===== src/rtl/tspm_pkg.sv =====
package tspm_pkg;

  localparam int unsigned XY_W       = 12;
  localparam int unsigned PROD_W     = 32;
  localparam int unsigned DIV_CNT_W  = 6;

  localparam logic [XY_W-1:0]      FULL_SCALE  = 12'hFFF;
  localparam logic [PROD_W-1:0]    ROUND_ADD   = 32'd2047;
  localparam logic [DIV_CNT_W-1:0] PRESS_STEPS = 6'd32;

  // Configuration register indexes.
  localparam logic [1:0] REG_PLATE_OHMS   = 2'd0;
  localparam logic [1:0] REG_LINE_PRESENT = 2'd1;
  localparam logic [1:0] REG_PRESS_LIMIT  = 2'd2;

  // Request to the iterative divider.
  typedef struct packed {
    logic                 start;
    logic [DIV_CNT_W-1:0] steps;
  } div_req_t;

endpackage


===== src/rtl/tspm_cell.sv =====
module tspm_cell
  import tspm_pkg::*;
(
  input  logic            clk,
  input  logic            shift,
  input  logic [XY_W-1:0] in_x,
  input  logic [XY_W-1:0] in_y,
  output logic [XY_W-1:0] x,
  output logic [XY_W-1:0] y
);

  // One stored sample; on a shift it takes its neighbor's sample.
  always_ff @(posedge clk) begin
    if (shift) begin
      x <= in_x;
      y <= in_y;
    end
  end

endmodule


===== src/rtl/tspm_div.sv =====
module tspm_div
  import tspm_pkg::*;
(
  input  logic              clk,
  input  logic              rst,
  input  div_req_t          req,
  input  logic [PROD_W-1:0] dividend,
  input  logic [XY_W-1:0]   divisor,
  output logic              done,
  output logic [PROD_W-1:0] quotient
);

  logic                 busy;
  logic [DIV_CNT_W-1:0] cnt;
  logic [XY_W-1:0]      rem;
  logic [XY_W-1:0]      dsr;
  logic [XY_W:0]        trial;
  logic                 fits;

  // Restoring division, one quotient bit per cycle. The dividend shifts out
  // of the top of quotient while quotient bits enter at the bottom.
  assign trial = {rem, quotient[PROD_W-1]};
  assign fits  = trial >= {1'b0, dsr};

  always_ff @(posedge clk) begin
    if (rst) begin
      busy <= 1'b0;
      done <= 1'b0;
      cnt  <= '0;
    end else begin
      done <= 1'b0;
      if (req.start) begin
        busy <= 1'b1;
        cnt  <= req.steps;
      end else if (busy) begin
        cnt <= cnt - 1'b1;
        if (cnt == DIV_CNT_W'(1)) begin
          busy <= 1'b0;
          done <= 1'b1;
        end
      end
    end
  end

  always_ff @(posedge clk) begin
    if (req.start) begin
      quotient <= dividend;
      rem      <= '0;
      dsr      <= divisor;
    end else if (busy) begin
      quotient <= {quotient[PROD_W-2:0], fits};
      if (fits) begin
        rem <= XY_W'(trial - {1'b0, dsr});
      end else begin
        rem <= trial[XY_W-1:0];
      end
    end
  end

endmodule


===== src/rtl/touch_sample_pressure_trimmed_mean.sv =====
// Resistive touch sampler. Each input beat is one poll (pen line level and raw
// X, Y, Z1, Z2 conversions); it yields at most one output beat. A poll that the
// pen line marks as up goes straight to the output register. A poll that needs
// the pressure passes two 32-bit multiply steps and the bit-per-cycle divider.
// A poll that completes a frame of FRAME_SAMPLES stored samples then walks the
// sample chain once for sum, minimum and maximum, and forms both trimmed means
// by multiplying with a reciprocal. Input is taken only between polls; a
// finished beat waits in the output register while the next poll is worked on.
module touch_sample_pressure_trimmed_mean
  import tspm_pkg::*;
#(
  parameter int unsigned FRAME_SAMPLES = 8
) (
  input  logic        clk,
  input  logic        rst,
  input  logic        s_tvalid,
  output logic        s_tready,
  // [0] pen_line_down, [12:1] raw_x, [24:13] raw_y, [36:25] raw_z1,
  // [48:37] raw_z2, [55:49] zero
  input  logic [55:0] s_tdata,
  output logic        m_tvalid,
  input  logic        m_tready,
  // [0] touch_state, [1] touch_changed, [2] position_valid, [14:3] report_x,
  // [26:15] report_y, [38:27] pressure, [39] zero
  output logic [39:0] m_tdata,
  input  logic        cfg_write,
  input  logic [1:0]  cfg_index,
  input  logic [15:0] cfg_data
);

  localparam int unsigned IDX_W = $clog2(FRAME_SAMPLES);
  localparam int unsigned SUM_W = XY_W + $clog2(FRAME_SAMPLES);
  localparam logic [IDX_W-1:0] LAST_IDX = IDX_W'(FRAME_SAMPLES - 1);
  // Division by FRAME_SAMPLES - 2 is a multiply by the rounded-up reciprocal,
  // exact for every trimmed sum below 2^16.
  localparam int unsigned MEAN_SHIFT = 20;
  localparam int unsigned RECIP_W    = 21;
  localparam int unsigned MPROD_W    = SUM_W + RECIP_W;
  localparam logic [RECIP_W-1:0] MEAN_RECIP =
    RECIP_W'(((1 << MEAN_SHIFT) + FRAME_SAMPLES - 3) / (FRAME_SAMPLES - 2));

  typedef enum logic [7:0] {
    ST_IDLE   = 8'b00000001,
    ST_MUL1   = 8'b00000010,
    ST_MUL2   = 8'b00000100,
    ST_DIVP   = 8'b00001000,
    ST_DECIDE = 8'b00010000,
    ST_SCAN   = 8'b00100000,
    ST_MEAN   = 8'b01000000,
    ST_EMIT   = 8'b10000000
  } state_t;

  state_t state;

  logic [15:0]     plate_ohms;
  logic            line_present;
  logic [XY_W-1:0] press_limit;

  logic            pen_is_down;
  logic [IDX_W-1:0] stored_count;
  logic [IDX_W-1:0] scan_cnt;

  logic [XY_W-1:0]   smp_x;
  logic [XY_W-1:0]   smp_y;
  logic [XY_W-1:0]   smp_z1;
  logic [PROD_W-1:0] prod;
  logic [19:0]       rt;

  logic [SUM_W-1:0] sum_x;
  logic [SUM_W-1:0] sum_y;
  logic [XY_W-1:0]  min_x;
  logic [XY_W-1:0]  max_x;
  logic [XY_W-1:0]  min_y;
  logic [XY_W-1:0]  max_y;

  logic            res_state;
  logic            res_changed;
  logic            res_valid;
  logic [XY_W-1:0] res_x;
  logic [XY_W-1:0] res_y;
  logic [XY_W-1:0] res_press;

  logic [XY_W-1:0] in_x;
  logic [XY_W-1:0] in_x_eff;
  logic [XY_W-1:0] in_z1;
  logic [XY_W-1:0] in_z2;
  logic            accept;

  logic [XY_W-1:0] cell_x [FRAME_SAMPLES];
  logic [XY_W-1:0] cell_y [FRAME_SAMPLES];
  logic            chain_shift;
  logic [XY_W-1:0] head_x;
  logic [XY_W-1:0] head_y;
  logic [XY_W-1:0] tail_x;
  logic [XY_W-1:0] tail_y;

  div_req_t          div_req;
  logic              div_done;
  logic [PROD_W-1:0] div_quo;
  logic [PROD_W-1:0] press_prod;
  logic [PROD_W-1:0] round_sum;
  logic [SUM_W-1:0]  trim_x;
  logic [SUM_W-1:0]  trim_y;
  logic [MPROD_W-1:0] mean_prod_x;
  logic [MPROD_W-1:0] mean_prod_y;
  logic              touch;

  assign s_tready = (state == ST_IDLE);
  assign accept   = s_tvalid && s_tready;

  assign in_x     = s_tdata[12:1];
  assign in_z1    = s_tdata[36:25];
  assign in_z2    = s_tdata[48:37];
  // A full-scale X reading means no contact and is taken as zero.
  assign in_x_eff = (in_x == FULL_SCALE) ? '0 : in_x;

  assign press_prod  = prod * PROD_W'(plate_ohms);
  assign round_sum   = div_quo + ROUND_ADD;
  assign trim_x      = sum_x - SUM_W'(min_x) - SUM_W'(max_x);
  assign trim_y      = sum_y - SUM_W'(min_y) - SUM_W'(max_y);
  assign mean_prod_x = MPROD_W'(trim_x) * MPROD_W'(MEAN_RECIP);
  assign mean_prod_y = MPROD_W'(trim_y) * MPROD_W'(MEAN_RECIP);
  assign touch       = (rt[11:0] < press_limit);

  // Sample chain: a new sample enters at the head; during the frame walk the
  // tail feeds back to the head so every sample passes the tail once.
  assign chain_shift = ((state == ST_DECIDE) && (rt[19:12] == '0) && touch) ||
                       (state == ST_SCAN);
  assign head_x = (state == ST_SCAN) ? tail_x : smp_x;
  assign head_y = (state == ST_SCAN) ? tail_y : smp_y;
  assign tail_x = cell_x[FRAME_SAMPLES-1];
  assign tail_y = cell_y[FRAME_SAMPLES-1];

  for (genvar i = 0; i < FRAME_SAMPLES; i++) begin : g_cell
    tspm_cell u_cell (
      .clk   (clk),
      .shift (chain_shift),
      .in_x  ((i == 0) ? head_x : cell_x[(i == 0) ? 0 : i-1]),
      .in_y  ((i == 0) ? head_y : cell_y[(i == 0) ? 0 : i-1]),
      .x     (cell_x[i]),
      .y     (cell_y[i])
    );
  end

  always_comb begin
    div_req.start = (state == ST_MUL2);
    div_req.steps = PRESS_STEPS;
  end

  tspm_div u_div (
    .clk      (clk),
    .rst      (rst),
    .req      (div_req),
    .dividend (press_prod),
    .divisor  (smp_z1),
    .done     (div_done),
    .quotient (div_quo)
  );

  always_ff @(posedge clk) begin
    if (rst) begin
      plate_ohms   <= 16'd400;
      line_present <= 1'b1;
      press_limit  <= 12'd600;
    end else if (cfg_write) begin
      case (cfg_index)
        REG_PLATE_OHMS:   plate_ohms   <= cfg_data;
        REG_LINE_PRESENT: line_present <= cfg_data[0];
        REG_PRESS_LIMIT:  press_limit  <= cfg_data[XY_W-1:0];
        default: begin
        end
      endcase
    end
  end

  // Control sequence.
  always_ff @(posedge clk) begin
    if (rst) begin
      state        <= ST_IDLE;
      pen_is_down  <= 1'b0;
      stored_count <= '0;
      scan_cnt     <= '0;
      m_tvalid     <= 1'b0;
    end else begin
      // In ST_EMIT the output register is reloaded rather than cleared.
      if (m_tvalid && m_tready && (state != ST_EMIT)) begin
        m_tvalid <= 1'b0;
      end
      case (state)
        ST_IDLE: begin
          if (accept) begin
            if (line_present && !s_tdata[0]) begin
              pen_is_down <= 1'b0;
              state       <= ST_EMIT;
            end else if (in_x_eff == '0 || in_z1 == '0) begin
              state <= ST_DECIDE;
            end else begin
              state <= ST_MUL1;
            end
          end
        end
        ST_MUL1:  state <= ST_MUL2;
        ST_MUL2:  state <= ST_DIVP;
        ST_DIVP: begin
          if (div_done) begin
            state <= ST_DECIDE;
          end
        end
        ST_DECIDE: begin
          if (rt[19:12] != '0) begin
            state <= ST_IDLE;
          end else if (touch) begin
            pen_is_down <= 1'b1;
            if (stored_count == LAST_IDX) begin
              stored_count <= '0;
              scan_cnt     <= LAST_IDX;
              state        <= ST_SCAN;
            end else begin
              stored_count <= stored_count + 1'b1;
              state        <= pen_is_down ? ST_IDLE : ST_EMIT;
            end
          end else if (!line_present && pen_is_down) begin
            pen_is_down <= 1'b0;
            state       <= ST_EMIT;
          end else begin
            state <= ST_IDLE;
          end
        end
        ST_SCAN: begin
          scan_cnt <= scan_cnt - 1'b1;
          if (scan_cnt == '0) begin
            state <= ST_MEAN;
          end
        end
        ST_MEAN: state <= ST_EMIT;
        ST_EMIT: begin
          if (!m_tvalid || m_tready) begin
            m_tvalid <= 1'b1;
            state    <= ST_IDLE;
          end
        end
        default: state <= ST_IDLE;
      endcase
    end
  end

  // Datapath registers.
  always_ff @(posedge clk) begin
    case (state)
      ST_IDLE: begin
        smp_x  <= in_x_eff;
        smp_y  <= s_tdata[24:13];
        smp_z1 <= in_z1;
        prod   <= PROD_W'(in_z2) - PROD_W'(in_z1);
        rt     <= '0;
        // Up event from the pen line.
        res_state   <= 1'b0;
        res_changed <= 1'b1;
        res_valid   <= 1'b0;
        res_x       <= '0;
        res_y       <= '0;
        res_press   <= '0;
      end
      ST_MUL1: begin
        prod <= prod * PROD_W'(smp_x);
      end
      ST_DIVP: begin
        if (div_done) begin
          rt <= round_sum[PROD_W-1:12];
        end
      end
      ST_DECIDE: begin
        // Down event or frame result; an up event on pressure keeps the
        // zeroed fields loaded at accept.
        if (touch) begin
          res_state   <= 1'b1;
          res_changed <= !pen_is_down;
          res_press   <= rt[11:0];
        end
        sum_x <= '0;
        sum_y <= '0;
        min_x <= FULL_SCALE;
        min_y <= FULL_SCALE;
        max_x <= '0;
        max_y <= '0;
      end
      ST_SCAN: begin
        sum_x <= sum_x + SUM_W'(tail_x);
        sum_y <= sum_y + SUM_W'(tail_y);
        if (tail_x < min_x) begin
          min_x <= tail_x;
        end
        if (tail_x > max_x) begin
          max_x <= tail_x;
        end
        if (tail_y < min_y) begin
          min_y <= tail_y;
        end
        if (tail_y > max_y) begin
          max_y <= tail_y;
        end
      end
      ST_MEAN: begin
        // Axes are swapped on report.
        res_valid <= 1'b1;
        res_x     <= mean_prod_y[MEAN_SHIFT +: XY_W];
        res_y     <= mean_prod_x[MEAN_SHIFT +: XY_W];
      end
      ST_EMIT: begin
        if (!m_tvalid || m_tready) begin
          m_tdata <= {1'b0, res_press, res_y, res_x, res_valid, res_changed, res_state};
        end
      end
      default: begin
      end
    endcase
  end

endmodule

===== config.mk =====
export PLATFORM = sky130hd
export DESIGN_NAME = touch_sample_pressure_trimmed_mean
export DESIGN_NICKNAME = d
export VERILOG_FILES = /design/src/rtl/tspm_pkg.sv /design/src/rtl/tspm_cell.sv /design/src/rtl/tspm_div.sv /design/src/rtl/touch_sample_pressure_trimmed_mean.sv
export SDC_FILE = /design/constraint.sdc
export NUM_CORES = 2
export LEC_CHECK = 0
export ABC_CLOCK_PERIOD_IN_PS = 10500
export BUFFER_PORTS_ARGS = -buffer_cell sky130_fd_sc_hd__buf_2
export CAP_MARGIN = 10
export CORE_MARGIN = 5
export CORE_UTILIZATION = 55
export DETAILED_ROUTE_END_ITERATION = 16
export PLACE_DENSITY_LB_ADDON = 0.08
export REMOVE_ABC_BUFFERS = 1
export SLEW_MARGIN = 20
export SYNTH_ARGS = -nofsm -noshare
export SYNTH_HDL_FRONTEND = slang
export SYNTH_SLANG_ARGS = --single-unit

===== constraint.sdc =====
create_clock -name clk -period 10.5 [get_ports clk]
set_input_delay 2.1 -clock clk [delete_from_list [all_inputs] [get_ports clk]]
set_output_delay 2.1 -clock clk [all_outputs]
set_load 0.05 [all_outputs]

# --- After elaboration in Yosys (flattened, before gate mapping) ---
# Index checks and enable logic that the tools add are counted.
classes:
  add_sub_neg: 12
  n_mul: 4
  order_cmp: 6
  eq_ne: 27
  muxes: 60
  bitwise: 2
  reduce_logical: 42
op_table:
  columns: ["op", "count"]
  rows:
  - ["$pmux 12 s2", 7]
  - ["$mux 12", 9]
  - ["$mux 8", 10]
  - ["$mul 15x18->32 const B", 2]
  - ["$mux 32", 2]
  - ["$pmux 32 s2", 1]
  - ["$pmux 8 s8", 1]
  - ["$pmux 15 s2", 2]
  - ["$sub 15x12->15", 4]
  - ["$pmux 20 s2", 1]
  - ["$lt 12x12->1", 3]
  - ["$add 32x11->32 const B", 1]
  - ["$mul 32x12->32", 1]
  - ["$mul 32x16->32", 1]
  - ["$add 15x12->15", 2]
  - ["$gt 12x12->1", 2]
  - ["$logic_not 12->1", 2]
  - ["$mux 20", 1]
  - ["$reduce_and 2->1", 10]
  - ["$ne 2x1->1 const B", 9]
  - ["$mux 1", 14]
  - ["$ge 13x12->1", 1]
  - ["$sub 12x12->13", 1]
  - ["$eq 12x12->1 const B", 1]
  - ["38 further kinds", 65]
totals:
  register_bits: 545
  input_bits: 79
  out_inout_bits: 42
  wordCells: 202

# --- Depth between registers and ports, before layout ---
depth:
  word_depth: 8
  ltp_mapped: 34
  mapped_depth_nobuf: 34

# --- Hierarchy ---
# From an unflattened synthesis, not the netlist that was laid out.
unflattened:
  hier_cells: 4905
  area_unflattened_um2: 51787.2
by_module_without_submodules:
  columns: ["module", "n_inst", "cells_per_inst", "area_each_um2", "seq_area_each_um2"]
  rows:
  - ["touch_sample_pressure_trimmed_mean", 1, 4443, 42784.8, 8227.9]
  - ["tspm_cell", 8, 24, 720.7, 720.7]
  - ["tspm_div", 1, 270, 3236.9, 1721.7]

# --- Worst setup path before layout ---
# No wires, ideal clock.
synth_path:
  path_kind: "register to register"
  startpoint: "register sum_x[2]"
  endpoint: "register res_y[11], data pin"
  setup_ps: 140
  arrival_time_ps: 7966
  required_ps: 10360
  path_slack_ps: 2394
  stages_incl_launch_ff: 31
  path_buffers: 0
  period_less_slack_ps: 8106
  cell_sequence: "edfxtp_1 fa_1 ha_1 nor2b_1 o31a_1 o2111a_1 a2111oi_2 o21ai_0 a211oi_1 xor2_1 ha_1 and2_1 nor2_1 ha_1 or2_2 fa_1 inv_1 fa_1 fa_1 inv_1 fa_1 ha_1 o21ai_0 o22ai_1 a211o_1 a211o_1 o311ai_4 o21ai_2 a211oi_2 xnor3_1 nor2_1"
synth_via:
  elab_chain_len: 4
synth_rtl:
  columns: ["element", "line", "text"]
  rows:
  - ["start: declaration", "touch_sample_pressure_trimmed_mean.sv:69", "logic [SUM_W-1:0] sum_x;"]
  - ["start signal: assignment", "touch_sample_pressure_trimmed_mean.sv:288", "sum_x <= sum_x + SUM_W'(tail_x);"]
  - ["$sub 15x12->15 (2 in a row)", "touch_sample_pressure_trimmed_mean.sv:119", "assign trim_x = sum_x - SUM_W'(min_x) - SUM_W'(max_x);"]
  - ["$mul 15x18->32", "touch_sample_pressure_trimmed_mean.sv:121", "assign mean_prod_x = MPROD_W'(trim_x) * MPROD_W'(MEAN_RECIP);"]
  - ["$pmux 12 s2", "touch_sample_pressure_trimmed_mean.sv:249", "case (state)"]
  - ["end signal: assignment", "touch_sample_pressure_trimmed_mean.sv:307", "res_y <= mean_prod_x[MEAN_SHIFT +: XY_W];"]
  - ["end: declaration", "touch_sample_pressure_trimmed_mean.sv:80", "logic [XY_W-1:0] res_y;"]
# Every way passes these cells.
# A chain may end at the register's enable or synchronous reset.

# --- Worst setup path in the final report ---
layout_path:
  startpoint: "register min_y[2]"
  endpoint: "register res_x[10], data pin"
layout_via:
  elab_chain_len: 4
layout_rtl:
  columns: ["element", "line", "text"]
  rows:
  - ["start: declaration", "touch_sample_pressure_trimmed_mean.sv:73", "logic [XY_W-1:0] min_y;"]
  - ["start signal: assignment", "touch_sample_pressure_trimmed_mean.sv:297", "min_y <= tail_y;"]
  - ["$sub 15x12->15 (2 in a row)", "touch_sample_pressure_trimmed_mean.sv:120", "assign trim_y = sum_y - SUM_W'(min_y) - SUM_W'(max_y);"]
  - ["$mul 15x18->32", "touch_sample_pressure_trimmed_mean.sv:122", "assign mean_prod_y = MPROD_W'(trim_y) * MPROD_W'(MEAN_RECIP);"]
  - ["$pmux 12 s2", "touch_sample_pressure_trimmed_mean.sv:249", null]
  - ["end signal: assignment", "touch_sample_pressure_trimmed_mean.sv:306", "res_x <= mean_prod_y[MEAN_SHIFT +: XY_W];"]
  - ["end: declaration", "touch_sample_pressure_trimmed_mean.sv:79", "logic [XY_W-1:0] res_x;"]
# Every way passes these cells.

==> flow_summary.ini <==
[outcome]
status = complete, no violations

[timing]
clock-skew-final_ns = 0.04202
fmax_mhz = 112.2
tns_ns = 0
drv_slew = 0
worst_pin_slew_ns = 1.148
slew_headroom_pct = 23.48
period_needed_ns = 8.916
hold_viol_final = 0
finalSetupViolCount = 0
period_share_pct = 84.91
rsz0062_at_grt = false

[critical_path]
critical_path_arrival_ns = 9.27
crit_fanout = 5
max_stage_delay_ns = 0.55
crit_buf_inv = 5
path_delay_family = adder cells
crit_type = reg2reg
crit_top_cell = fa_1
r2r.worst_path.cells = 34
cp-start-kind = flop
cp_num_cells = 34
cp-end-kind = flop
cp_slowest_cell = fa_1
required_ns = 10.85

[clocking]
clk_latency_ns = 0.65
ctsHoldBuffers = 0
cts_made_buffers = 60
cts_setup_buffers = 0
cts_root_buffer = clkbuf_16
clockBufferDepth = 3
cts_sinks = 545
path_clk_slew_ns = 0.06
ctsResizeCount = 0
cts_tree = built
htreeDepth = 2

[cells_and_area]
drive_above_1_share_pct = 6.282
syn_to_final_growth_pct = 7.705
num-nets-final = 6208

[placed_design]
port_buffers = 112
dp_hpwl_mm = 85.45
finalWeightedCongestion = 0.8334

[detailed_routing]
highest_layer = met4
dr_wl_met2_mm = 55.97
drtIter0Drc = 1817
wirelength_met1_mm = 50.19
route.detailed.drc = 0
vias = 33305
wl_per_cell_um = 18.22
via_per_inst = 5.308
firstDrtPassIters = 6
antenna_left = 0
drt_wl_total_mm = 114.3
wl_met3_mm = 5.688

[synthesis]
ys_async_sr_fraction_pct = 0
synth_warnings = 0
synth-seq-cells = 545
synth_edf_count = 480
synth-seq-area-share_pct = 30.59
synth_area_sq_mm = 0.05138
ys_types = 68
syn_inst = 4913
synth_ff_type = edfxtp_1
yosysTopAreaCell = edfxtp_1
ys_top_cells_by_area = edfxtp_1 (28%), fa_1 (27%), ha_1 (11%), inv_1 (6.4%), nand2_1 (5.1%)
yosysTopAreaCellShare_pct = 28.06
post_synth.cell_area_avg_sq_um = 10.46

[global_routing]
grt_pass1_vias = 35360
gr-total-overflow = 0
grt_max_degree = 81
grt.total_usage_pct = 23.65
antenna_found_initial = 10
grt_pass1_wl_mm = 187.9

[job]
cap_violations = 0

[floorplanning]
ios = 121
die_x_um = 315.6
rows = 112
die_h_um = 315.6
core-area_sq_mm = 0.09305
die_area_sq_mm = 0.09963
start_util_pct = 55.21

[hold_path]
hp-class = reg2reg
hold_path_depth = 0
-- Yosys cell counts (20+ instances only) --
cell        n
nand2b_1   49
xnor2_1   120
edfxtp_1  480
a21oi_1   151
nand2_1   700
dfxtp_1    65
inv_1     875
ha_1      464
nor3_1     53
and3_1     25
fa_1      703
nand3_1    43
and2_1    231
clkbuf_1  183
xor2_1     79
nor2b_1    39
a211oi_1   33
o21ai_0   114
nand4_1    20
nor2_1    161
a21o_1     94
-- worst paths after layout --
check	from	to	slack [ns]
worst min register to register	g_cell[1].u_cell.x[1]	g_cell[2].u_cell.x[1]	0.41
worst max register to register	min_y[2]	res_x[10]	1.58
worst max-delay path	min_y[2]	res_x[10]	1.58
worst min-delay path	g_cell[1].u_cell.x[1]	g_cell[2].u_cell.x[1]	0.41
-- through the flow --
step | instance area, sq um | util, % | setup slack, ns | hold WS, ns | std cells
final | 55340 | 59.47 | 1.584 | 0.4133 | 6274
after global routing | 55320 | 59.46 | 0.9896 | 0.4227 | 6269
after detailed placement | 53340 | 57.33 | 1.615 | 0.4045 | 6154
after CTS | 55320 | 59.45 | 1.522 | 0.4115 | 6268
after global placement | 53330 | 57.32 | 1.712 | 0.4001 | 6154
after floorplan | 50650 | - | 2.378 | 0.4003 | 4720
-- cell families after synthesis --
| kind of cell | Yosys count | share of synthesized area (%) |
|---|---|---|
| flops | 545 | 30.59 |
| xor+xnor | 200 | 3.436 |
| simple gates | 1393 | 12.63 |
| fa+ha+maj | 1167 | 38.69 |
| compound gates | 528 | 6.617 |
| mux | 11 | 0.2168 |
| buf+inv | 1068 | 7.810 |
| other cells | 1 | 0.007299 |
-- area by class of cell --
| class | count | area (sq um) |
|---|---|---|
| repair buffers | 180 | 1071 |
| well taps | 1254 | 1569 |
| fillers | 8059 | 37710 |
| multi-input cells | 3300 | 31700 |
| clock buffers | 69 | 1577 |
| clock inverters | 45 | 399.1 |
| inverters | 875 | 3284 |
| diodes | 6 | 15.01 |
| flip-flops and latches | 545 | 15720 |
-- cell usage in the layout, fill, tap and decap left out, types with 62 or more instances in the layout --
| cell | netlist | final |
|---|---|---|
| a21oi_1 | 151 | 150 |
| xor2_1 | 79 | 79 |
| and2_1 | 231 | 231 |
| buf_4 | 1 | 68 |
| nor2_1 | 161 | 161 |
| xnor2_1 | 120 | 120 |
| dfxtp_1 | 65 | 62 |
| inv_1 | 875 | 874 |
| o21ai_0 | 114 | 113 |
| edfxtp_1 | 480 | 480 |
| a21o_1 | 94 | 94 |
| fa_1 | 703 | 703 |
| buf_2 | 0 | 112 |
| nand2_1 | 700 | 699 |
| ha_1 | 464 | 464 |
-- routing by layer --
layer	global-route usage, %	vias up
li1	-	15820
met1	32.91	16657
met2	40.40	676
met3	2.766	152
met4	5.393	0
met5	0	-
-- sequential cells by signal (all words and copies together) (netlist names), 15 cells and up --
name	flops
prod	32
rt	20
g_cell.u_cell.x	96
g_cell.u_cell.y	96
sum_y	15
m_tdata	39
sum_x	15
plate_ohms	16
u_div.quotient	32
Power is left out: the tool's default activity adds up to more than one toggle a clock period on the data nets, which glitch-free logic cannot reach.
